--- src/rtl/lru_pkg.sv ---
// Shared types and constants for the LRU page replacement unit.
// Holds the payload structs, the cell-chain probe and update records and the
// controller state encoding. No dependencies.
package lru_pkg;

    localparam int PAGE_W = 16;   // page field width on the ports
    localparam int SLOT_W = 4;    // slot field width on the ports
    localparam int CNT_W  = 32;   // stamps, use counter and fault total
    localparam int CFG_W  = 5;    // frame_count register width
    localparam int IDX_W  = 6;    // frame index width, covers the largest build
    localparam int CMP_W  = 7;    // width for comparing frame counts

    localparam logic [CFG_W-1:0] FRAME_COUNT_RST = CFG_W'(4);
    localparam logic [CNT_W-1:0] CNT_MAX         = '1;

    typedef struct packed {
        logic [PAGE_W-1:0] page;
        logic              new_run;
    } t_in;

    typedef struct packed {
        logic              hit;
        logic [SLOT_W-1:0] slot;
        logic [CNT_W-1:0]  fault_count;
    } t_out;

    // Search record handed from cell to cell, one hop per cycle.
    typedef struct packed {
        logic              active;
        logic [PAGE_W-1:0] page;
        logic              hit_found;
        logic [IDX_W-1:0]  hit_idx;
        logic [CNT_W-1:0]  min_stamp;
        logic [IDX_W-1:0]  min_idx;
    } t_probe;

    // Write broadcast from the controller to the frame cells.
    typedef struct packed {
        logic              en;
        logic [IDX_W-1:0]  idx;
        logic [PAGE_W-1:0] page;
        logic [CNT_W-1:0]  stamp;
    } t_update;

    typedef enum logic [1:0] {
        S_IDLE,
        S_LAUNCH,
        S_SEARCH,
        S_COMMIT
    } t_state;

endpackage

--- src/rtl/lru_cell.sv ---
// One frame of the LRU unit: page number, valid mark and last-use stamp, plus
// one stage of the search chain. Depends on lru_pkg.
module lru_cell #(
    parameter int CELL_IDX = 0,
    parameter int PG_W     = 16,
    parameter int N_W      = 5
) (
    input  logic                 i_clk,
    input  logic                 i_rst_n,
    input  logic [N_W-1:0]       i_frames_used,
    input  logic                 i_clear,
    input  lru_pkg::t_update     i_upd,
    input  lru_pkg::t_probe      i_probe,
    output lru_pkg::t_probe      o_probe
);

    logic [PG_W-1:0]         r_page;
    logic                    r_valid;
    logic [lru_pkg::CNT_W-1:0] r_stamp;
    lru_pkg::t_probe         r_probe;
    lru_pkg::t_probe         n_probe;

    logic w_in_use;
    logic w_match;

    assign w_in_use = (N_W'(CELL_IDX) < i_frames_used);
    assign w_match  = w_in_use && r_valid && (r_page == i_probe.page[PG_W-1:0]);

    // The first matching frame wins the hit; a strictly smaller stamp takes the
    // minimum, so ties stay with the lower index seen earlier in the chain.
    always_comb begin
        n_probe = i_probe;
        if (w_match && !i_probe.hit_found) begin
            n_probe.hit_found = 1'b1;
            n_probe.hit_idx   = lru_pkg::IDX_W'(CELL_IDX);
        end
        if (w_in_use && (r_stamp < i_probe.min_stamp)) begin
            n_probe.min_stamp = r_stamp;
            n_probe.min_idx   = lru_pkg::IDX_W'(CELL_IDX);
        end
    end

    always_ff @(posedge i_clk) begin
        if (!i_rst_n) begin
            r_probe <= '0;
        end else begin
            r_probe <= n_probe;
        end
    end

    always_ff @(posedge i_clk) begin
        if (!i_rst_n) begin
            r_valid <= 1'b0;
            r_stamp <= '0;
        end else if (i_clear) begin
            r_valid <= 1'b0;
            r_stamp <= '0;
        end else if (i_upd.en && (i_upd.idx == lru_pkg::IDX_W'(CELL_IDX))) begin
            r_valid <= 1'b1;
            r_stamp <= i_upd.stamp;
        end
    end

    always_ff @(posedge i_clk) begin
        if (i_upd.en && (i_upd.idx == lru_pkg::IDX_W'(CELL_IDX))) begin
            r_page <= i_upd.page[PG_W-1:0];
        end
    end

    assign o_probe = r_probe;

endmodule

--- src/rtl/lru_page_replacement_unit.sv ---
// LRU page replacement unit: controller plus a chain of FRAMES lru_cell frames.
// Depends on lru_pkg. A reference is answered once its search record has walked
// the chain one frame per cycle to the tail and the chosen frame is committed.
// A new reference is taken only after the last one is committed; a finished
// result may wait in the output register while the next reference is taken.
// Reset (i_rst_n, synchronous): frames invalid, stamps and counters zero, count 4.
module lru_page_replacement_unit #(
    parameter int FRAMES    = 16,
    parameter int PAGE_BITS = 16
) (
    input  logic                     i_clk,
    input  logic                     i_rst_n,
    input  logic                     i_cfg_valid,
    output logic                     o_cfg_ready,
    input  logic [lru_pkg::CFG_W-1:0] i_cfg_data,
    input  logic                     i_in_valid,
    output logic                     o_in_ready,
    input  lru_pkg::t_in             i_in,
    output logic                     o_out_valid,
    input  logic                     i_out_ready,
    output lru_pkg::t_out            o_out
);

    // Stored page width: the input field never carries more than PAGE_W bits.
    localparam int PG_W = (PAGE_BITS < lru_pkg::PAGE_W) ? PAGE_BITS : lru_pkg::PAGE_W;
    localparam int N_W  = $clog2(FRAMES + 1);

    function automatic logic [lru_pkg::CNT_W-1:0] sat_inc(
        input logic [lru_pkg::CNT_W-1:0] v
    );
        return (v == lru_pkg::CNT_MAX) ? v : v + lru_pkg::CNT_W'(1);
    endfunction

    lru_pkg::t_state r_state;
    lru_pkg::t_state n_state;

    logic [lru_pkg::CFG_W-1:0] r_frame_count;
    logic [PG_W-1:0]           r_page;
    logic [lru_pkg::CNT_W-1:0] r_use_cnt;
    logic [lru_pkg::CNT_W-1:0] r_fault;
    lru_pkg::t_probe           r_tail;
    logic                      r_out_valid;
    lru_pkg::t_out             r_out;

    logic                      w_in_accept;
    logic                      w_clear;
    logic                      w_capture;
    logic                      w_commit;
    logic [N_W-1:0]            w_frames_used;
    logic [lru_pkg::IDX_W-1:0] w_pos;
    logic [lru_pkg::CNT_W-1:0] w_stamp;
    logic [lru_pkg::CNT_W-1:0] w_fault_next;
    lru_pkg::t_update          w_upd;
    lru_pkg::t_probe           w_probe [0:FRAMES];

    // The configuration register can be written at any time; the host must
    // write it only while no transaction is in flight, the block does not enforce it.
    assign o_cfg_ready = 1'b1;

    always_ff @(posedge i_clk) begin
        if (!i_rst_n) begin
            r_frame_count <= lru_pkg::FRAME_COUNT_RST;
        end else if (i_cfg_valid && o_cfg_ready) begin
            r_frame_count <= i_cfg_data;
        end
    end

    // A count of zero behaves as one frame, and a count beyond the built
    // capacity is clamped to it.
    always_comb begin
        if (r_frame_count == '0) begin
            w_frames_used = N_W'(1);
        end else if (lru_pkg::CMP_W'(r_frame_count) > lru_pkg::CMP_W'(FRAMES)) begin
            w_frames_used = N_W'(FRAMES);
        end else begin
            w_frames_used = N_W'(r_frame_count);
        end
    end

    // Sequencer: take a reference, launch a search record into the chain,
    // wait for it at the tail, then write the chosen frame and the result.
    always_ff @(posedge i_clk) begin
        if (!i_rst_n) begin
            r_state <= lru_pkg::S_IDLE;
        end else begin
            r_state <= n_state;
        end
    end

    always_comb begin
        n_state    = r_state;
        o_in_ready = 1'b0;
        w_capture  = 1'b0;
        w_commit   = 1'b0;
        unique case (r_state)
            lru_pkg::S_IDLE: begin
                o_in_ready = 1'b1;
                if (i_in_valid) begin
                    n_state = lru_pkg::S_LAUNCH;
                end
            end
            lru_pkg::S_LAUNCH: begin
                n_state = lru_pkg::S_SEARCH;
            end
            lru_pkg::S_SEARCH: begin
                if (w_probe[FRAMES].active) begin
                    w_capture = 1'b1;
                    n_state   = lru_pkg::S_COMMIT;
                end
            end
            lru_pkg::S_COMMIT: begin
                // The result register must be free, or emptied in this cycle.
                if (!r_out_valid || i_out_ready) begin
                    w_commit = 1'b1;
                    n_state  = lru_pkg::S_IDLE;
                end
            end
            default: begin
                n_state = lru_pkg::S_IDLE;
            end
        endcase
    end

    assign w_in_accept = i_in_valid && o_in_ready;

    // A new run wipes valid marks and stamps in every cell at the accepting
    // edge, so the search that follows already sees the cleared frames.
    assign w_clear = w_in_accept && i_in.new_run;

    always_ff @(posedge i_clk) begin
        if (w_in_accept) begin
            r_page <= i_in.page[PG_W-1:0];
        end
        if (w_capture) begin
            r_tail <= w_probe[FRAMES];
        end
    end

    always_ff @(posedge i_clk) begin
        if (!i_rst_n) begin
            r_use_cnt <= '0;
            r_fault   <= '0;
        end else if (w_clear) begin
            r_use_cnt <= '0;
            r_fault   <= '0;
        end else if (w_commit) begin
            r_use_cnt <= w_stamp;
            r_fault   <= w_fault_next;
        end
    end

    // The search record enters the head of the chain for one cycle. A minimum
    // seeded at the largest stamp with index zero makes frame zero the victim
    // when every stamp in use is saturated.
    always_comb begin
        w_probe[0]           = '0;
        w_probe[0].active    = (r_state == lru_pkg::S_LAUNCH);
        w_probe[0].page      = lru_pkg::PAGE_W'(r_page);
        w_probe[0].min_stamp = lru_pkg::CNT_MAX;
    end

    for (genvar g = 0; g < FRAMES; g++) begin : g_cell
        lru_cell #(
            .CELL_IDX (g),
            .PG_W     (PG_W),
            .N_W      (N_W)
        ) u_cell (
            .i_clk         (i_clk),
            .i_rst_n       (i_rst_n),
            .i_frames_used (w_frames_used),
            .i_clear       (w_clear),
            .i_upd         (w_upd),
            .i_probe       (w_probe[g]),
            .o_probe       (w_probe[g+1])
        );
    end

    // A hit refreshes the matching frame; a miss replaces the least recently
    // used frame in use and counts a fault. Both take the next stamp.
    assign w_pos        = r_tail.hit_found ? r_tail.hit_idx : r_tail.min_idx;
    assign w_stamp      = sat_inc(r_use_cnt);
    assign w_fault_next = r_tail.hit_found ? r_fault : sat_inc(r_fault);

    always_comb begin
        w_upd       = '0;
        w_upd.en    = w_commit;
        w_upd.idx   = w_pos;
        w_upd.page  = lru_pkg::PAGE_W'(r_page);
        w_upd.stamp = w_stamp;
    end

    // Output register: holds one result until the consumer takes it.
    always_ff @(posedge i_clk) begin
        if (!i_rst_n) begin
            r_out_valid <= 1'b0;
        end else if (w_commit) begin
            r_out_valid <= 1'b1;
        end else if (i_out_ready) begin
            r_out_valid <= 1'b0;
        end
    end

    always_ff @(posedge i_clk) begin
        if (w_commit) begin
            r_out.hit         <= r_tail.hit_found;
            r_out.slot        <= lru_pkg::SLOT_W'(w_pos);
            r_out.fault_count <= w_fault_next;
        end
    end

    assign o_out_valid = r_out_valid;
    assign o_out       = r_out;

    // A search record reaches the tail of the chain only while it is awaited.
    a_tail_in_search : assert property (@(posedge i_clk) disable iff (!i_rst_n)
        w_probe[FRAMES].active |-> (r_state == lru_pkg::S_SEARCH))
        else $error("search record left the chain outside the search phase");

    // The frame written always lies among the frames in use.
    a_pos_in_use : assert property (@(posedge i_clk) disable iff (!i_rst_n)
        w_commit |-> (lru_pkg::CMP_W'(w_pos) < lru_pkg::CMP_W'(w_frames_used)))
        else $error("chosen frame is outside the frames in use");

    // After a fault the running fault total can never read zero, and the result is presented.
    a_fault_nonzero : assert property (@(posedge i_clk) disable iff (!i_rst_n)
        (w_commit && !r_tail.hit_found) |=> (r_fault != '0) && o_out_valid)
        else $error("fault not counted or result not presented");

endmodule

--- config.mk ---
export PLATFORM = sky130hd
export DESIGN_NAME = lru_page_replacement_unit
export DESIGN_NICKNAME = d
export VERILOG_FILES = /design/src/rtl/lru_pkg.sv /design/src/rtl/lru_cell.sv /design/src/rtl/lru_page_replacement_unit.sv
export SDC_FILE = /design/constraint.sdc
export NUM_CORES = 2
export LEC_CHECK = 0
export BUFFER_PORTS_ARGS = -buffer_cell sky130_fd_sc_hd__buf_2
export CELL_PAD_IN_SITES_DETAIL_PLACEMENT = 1
export CELL_PAD_IN_SITES_GLOBAL_PLACEMENT = 1
export CORE_MARGIN = 10
export CORE_UTILIZATION = 35
export DETAILED_ROUTE_END_ITERATION = 16
export GPL_TIMING_DRIVEN = 0
export HOLD_SLACK_MARGIN = 0.1
export PLACE_DENSITY = 0.67
export SLEW_MARGIN = 30
export SYNTH_ARGS = -nofsm -noshare
export SYNTH_HDL_FRONTEND = slang
export SYNTH_SLANG_ARGS = --single-unit
--- constraint.sdc ---
create_clock -name i_clk -period 3.4 [get_ports i_clk]
set_input_delay 0.85 -clock i_clk [delete_from_list [all_inputs] [get_ports i_clk]]
set_output_delay 0.85 -clock i_clk [all_outputs]
set_load 0.02 [all_outputs]
# Yosys cells after proc, flatten, opt, wreduce, memory -nomap -nowiden

Index checks and enable logic that the tools add are counted.

$add $sub $neg: 2
$mul: 0
Div/mod/pow operators: 0
Magnitude comparators: 33
Equality and inequality tests: 39
Shift-type cells: 0
Mux-type cells: 49
Bitwise gates (word level): 1
Reduce and logical (&&, ||, !) cells: 134

Operators by type and width:

| operator                                                                    | count |
|---|---|
| 38-bit two-way mux                                                          | 15 |
| 32-bit less-than comparator                                                 | 15 |
| 16-bit == test                                                              | 16 |
| 7-bit two-way mux                                                           | 16 |
| 32-bit two-way mux                                                          | 3 |
| 1-bit logical AND                                                           | 81 |
| 32-bit by 1-bit adder with 32-bit output, second input constant             | 2 |
| 32-bit == test, second input constant                                       | 2 |
| 2-bit OR reduction                                                          | 31 |
| 6-bit by 4-bit == test with 1-bit output, second input constant             | 8 |
| 4-bit by 5-bit less-than comparator with 1-bit output, first input constant | 8 |
| 32-bit less-than comparator, second input constant                          | 1 |
| 6-bit by 3-bit == test with 1-bit output, second input constant             | 4 |
| 3-bit by 5-bit less-than comparator with 1-bit output, first input constant | 4 |
| 1-bit zero test                                                             | 16 |
| 6-bit by 2-bit == test with 1-bit output, second input constant             | 2 |
| 1-bit by 5-bit less-than comparator with 1-bit output, first input constant | 2 |
| 2-bit by 5-bit less-than comparator with 1-bit output, first input constant | 2 |
| 5-bit two-way mux                                                           | 2 |
| 2-bit case mux with 4 select lines                                          | 1 |
| 1-bit two-way mux                                                           | 7 |
| 6-bit by 1-bit == test with 1-bit output, second input constant             | 1 |
| 6-bit zero test                                                             | 1 |
| 2-bit two-way mux                                                           | 3 |
| 13 further kinds                                                            | 15 |

Bits in registers: 1866
Bits in latches: 0
Bits in writable memories: 0
Memory bits (read-only): 0
Input bits: 27
Output and inout bits: 40
Word-level logic and storage cells: 442
Memories kept: 0

# Logic depth before layout (Yosys ltp)

Word-level depth: 8
Depth in mapped cells: 10
Depth with buffers taken out: 8

# Hierarchy

Synthesis repeated with hierarchy kept, for this count alone.

Cells, all modules: 8713
Area total of the unflattened synthesis: 82028.7 um^2

Modules (own cells, without submodules):

| module                        | times used | cells an instance | area an instance (um^2) |
|---|---|---|---|
| lru_page_replacement_unit     | 1          | 706               | 6847.8 |
| lru_cell at g_cell[0].u_cell  | 1          | 506               | 4710.8 |
| lru_cell at g_cell[14].u_cell | 1          | 500               | 4710.8 |
| lru_cell at g_cell[4].u_cell  | 1          | 503               | 4708.3 |
| lru_cell at g_cell[10].u_cell | 1          | 497               | 4707.0 |
| lru_cell at g_cell[12].u_cell | 1          | 505               | 4705.8 |
| lru_cell at g_cell[11].u_cell | 1          | 499               | 4704.5 |
| lru_cell at g_cell[13].u_cell | 1          | 505               | 4703.3 |
| lru_cell at g_cell[9].u_cell  | 1          | 506               | 4702.0 |
| lru_cell at g_cell[2].u_cell  | 1          | 506               | 4700.8 |
| lru_cell at g_cell[8].u_cell  | 1          | 497               | 4700.8 |
| lru_cell at g_cell[6].u_cell  | 1          | 496               | 4697.0 |
| lru_cell at g_cell[7].u_cell  | 1          | 495               | 4695.8 |
| lru_cell at g_cell[1].u_cell  | 1          | 502               | 4689.5 |
| +3 rows                       | --         | --                | -- |

# Worst setup path before layout

Ideal clock, no wire load.

Path kind: input port to flip-flop
Start point: in i_out_ready
End point: reg r_use_cnt[26] (netlist bit)
Setup time: 0.070 ns
Data arrival time: 3.404 ns
Slack: -0.074 ns
Stages on the path: 8
Buffers on the path: 2
Path through: nor2b_1 -> nand2b_1 -> clkbuf_1 -> inv_1 -> clkbuf_1 -> nand2_1 -> or3_1 -> a21oi_1

RTL lines:

| element                | RTL line                         | text |
|---|---|---|
| start: declaration     | lru_page_replacement_unit.sv:20  | `input logic i_out_ready,` |
| end signal: assignment | lru_page_replacement_unit.sv:147 | `r_use_cnt <= w_stamp;` |
| end: declaration       | lru_page_replacement_unit.sv:39  | `logic [lru_pkg::CNT_W-1:0] r_use_cnt;` |

==> summary.md <==
| Metric | Value |
|---|---|
| Clock Root Buffer | `clkbuf_16` |
| Clk slew on worst S/H paths | `about 0.06 ns` |
| Fillcell total | `approximately 24,000` |
| Most common cell in the netlist | `dfxtp_1` |
| Worst slew margin | `27.71%` |
| Antenna Nets Post-Route | `0` |
| Crit path DAT | `3.91 ns` |
| Status | `finished clean` |
| Share of cells above drive strength 1 | `about 8.4%` |
| Die width | `480.7 µm` |
| I/O Buffers | `63` |
| Post-synth top cells | `dfxtp_1 (1,450), nand2_1 (1,144), a21oi_1 (648)` |
| P&R area growth vs syn | `16.34%` |
| Hold crit path type | `input pin to flop` |
| Final Critical Period | `3.381 ns` |
| Top cells by area, synth | `dfxtp_1 (39%), edfxtp_1 (13%), ha_1 (7.9%), mux2i_1 (6.2%), nand2_1 (5.8%)` |
| Final Max Slew Viols | `0` |
| Period utilisation layout | `99.45%` |
| Total GRT Usage | `21.92%` |
| Final std cells w/o fill | `~11,000` |
| Chip Height | `480.7 µm` |
| Clock sinks | `1,768` |
| Number of synthesized flops with an enable pin | `318` |
| Initial antenna violation count | `13` |
| Fmax | `295.8 MHz` |
| CP required | `a little under 4 ns` |
| RSZ-0062 raised after global routing | `true` |
| CTS Buf Count | `190` |
| Nets | `8,488` |
| DP Cell Count | `10,600` |
| Row cnt | `~170` |
| Buf/Inv on CP | `6` |
| Initial drt markers | `4,108` |
| Endpoint class of the critical path | `flop` |
| Wire length per cell | `23.79 µm` |
| Cell taking the most area after synthesis | `dfxtp_1` |
| Worst path max stage delay | `about 0.53 ns` |
| Post-route DRC | `0` |
| Synthesized instance count | `~7,700` |
| Via density per instance | `~5.2` |
| Pin count of the biggest net entering global routing | `47` |
| Via count | `57,120` |
| WHS | `0.1809 ns` |
| Synth Cell Area | `about 74,000 µm²` |
| Post-DP HPWL | `just under 200,000 µm` |
| Placer Congestion | `0.9058` |
| Worst-margin pin slew | `about 1.1 ns` |
| Drt first pass iters | `6` |
| Mean area per synthesized cell | `approximately 9.7 µm²` |
| Fin. Hold Viols | `0` |
| Top cell type's share of synthesized area | `39.08%` |
| Vias in the first global route | `59,170` |
| Setup CP Type | `flop to flop` |
| Final setup skew | `0.04496 ns` |
| CP delay by family, top | `buffers and inverters` |
| Bufs on Longest Clock Path | `3` |
| GR Overflow Total | `0` |
| Synth Register Bits | `1,768` |
| Ports | `67` |
| Library cells used by synthesis | `75` |
| H-tree Lvls | `4` |
| Setup violators final | `0` |
| Critical path startpoint category | `flop` |
| Slowest-stage cell, CP | `edfxtp_1` |
| Asr flop ratio synth | `0%` |
| Skew-Pair Late Insertion Delay | `0.85 ns` |
| First-pass GRT wire length | `384,600 µm` |
| CTS tree | `done` |
| Max-Cap Viols | `0` |
| Syn nets | `just over 8,000` |
| Core area | `211,700 µm²` |
| CP Cell Sequence | `mux2i_2, inv_1, nor3_4, buf_4, nand2_1, inv_1, clkbuf_2, clkbuf_2, buf_16` |
| Starting density of the core | `35.09%` |
| Power Dens Cells | `543.1 nW/µm²` |
| Peak fanout along the critical path | `20` |
| Die area | `231,100 µm²` |
| Final WL | `261,300 µm` |
| P_leak | `31.22 nW` |
| Sequential share of the synthesized area | `around half` |
| Post-synth top flop | `dfxtp_1` |
| Max IR drop VDD | `~560 µV` |
| YS warnings | `0` |
## worst register-to-register path: cells and delay by family, from the launching register on
| family | cells | cell delay, ns |
|---|---|---|
| buffers and inverters | 6 | 1.48 |
| flip-flops | 1 | 0.53 |
| multiplexers | 1 | 0.48 |
| AND/OR/NAND/NOR | 2 | 0.56 |
## cell usage in the layout (no fill, tap or decap), types with 23 or more instances in the layout
master / synthesis / final
dfxtp_1: 1450 / 1450
nor2_1: 220 / 216
clkbuf_16: 0 / 197
a21o_1: 45 / 45
ha_1: 471 / 471
o21ai_0: 560 / 560
and4_1: 29 / 29
nor4_1: 54 / 51
mux2i_1: 458 / 453
o21a_1: 49 / 49
inv_1: 517 / 517
a211oi_1: 25 / 25
clkbuf_8: 0 / 38
clkbuf_2: 0 / 76
nand2b_1: 23 / 23
and3_1: 30 / 30
nand2_1: 1144 / 1143
and2_1: 304 / 303
buf_2: 64 / 117
clkbuf_1: 353 / 300
nand4_1: 130 / 130
nand3_1: 151 / 150
nor3_1: 56 / 50
a21oi_1: 648 / 646
buf_4: 5 / 49
clkinv_2: 0 / 29
edfxtp_1: 318 / 318
xor2_1: 108 / 107
xnor2_1: 229 / 221
## path summary, 6_finish.rpt
| path | startpoint | end | slack, ns | cells past startpoint |
|---|---|---|---|---|
| setup / recovery | r_tail[44]$_DFFE_PP_ | g_cell[5].u_cell.r_page[6]$_DFFE_PP_ | 0.02 | 9 |
| hold / removal | i_in[4] | r_page[3]$_DFFE_PP_ | 0.18 | 1 |
| setup reg to reg | r_tail[44]$_DFFE_PP_ | g_cell[5].u_cell.r_page[6]$_DFFE_PP_ | 0.02 | 9 |
| hold reg to reg | g_cell[15].u_cell.o_probe[3]$_SDFF_PN0_ | r_tail[3]$_DFFE_PP_ | 0.40 | 0 |
## area by class of cell
type,count,area [µm²],area share [%]
inverters,518,1944,2.250
clock inverters,79,1005,1.163
diodes,9,22.52,0.02606
clock buffers,276,5607,6.488
well taps,2821,3530,4.084
multi-input cells,4935,32360,37.45
flip-flops and latches,1768,38580,44.64
plain buffers,438,2036,2.356
repair buffers,139,1336,1.546
## through the flow
step                      power, mW  util (%)  area (µm²)   TNS, ns  setup slack, ns
after floorplan               24.01         -       74280         0           0.3928
after global placement        25.42     36.91       78130  -1976.60           -3.021
after detailed placement      25.62     37.45       79270   -715.95           -1.477
after CTS                     47.22     40.75       86260         0         0.001823
after global routing          48.33     40.82       86400  -0.04517        -0.009240
final                         46.93     40.83       86420         0          0.01884
## flip-flops by register name (all words and copies together), names as in the netlist, 5 cells and up
name,flops
g_cell.u_cell.o_probe,850
g_cell.u_cell.r_stamp,512
g_cell.u_cell.r_page,256
o_out,37
r_fault,32
r_use_cnt,32
g_cell.u_cell.r_valid,16
r_page,16
r_tail,9
r_frame_count,5
## metal layers
layer | global-route usage, % | up-vias | share of wire (%)
li1 | - | 26660 | -
met1 | 29.46 | 28620 | 45
met2 | 35.43 | 1425 | 45
met3 | 3.310 | 411 | 5.3
met4 | 8.363 | 2 | 3.9
met5 | 0 | - | 0.0050
## timing repair
| item | in CTS | in global routing |
|---|---|---|
| buffers inserted | 22 | 2 |
| hold buffers | 0 | 0 |
| setup endpoints to repair | 875 | 493 |
| gates resized for setup | 73 | 69 |
| pin swaps | 15 | 2 |
## cell families after synthesis
| kind of cell | count (synthesis) | share of synthesized area, % |
|---|---|---|
| muxes | 458 | 6.172 |
| xor gates and xnor gates | 352 | 4.302 |
| AOI/OAI and AO/OA | 1437 | 10.60 |
| buffers and inverters | 963 | 5.116 |
| adders and majority gates | 471 | 7.934 |
| DFF | 1768 | 51.93 |
| and+or+nand+nor | 2216 | 13.94 |
| other | 1 | 0.005048 |
## report_power, final
part / switching, mW / internal, mW
Clock: 9.01 / 12.7
Combinational: 2.28 / 0.905
Sequential: 0.309 / 21.8
Note: power is estimated with default switching activity, not from simulation.
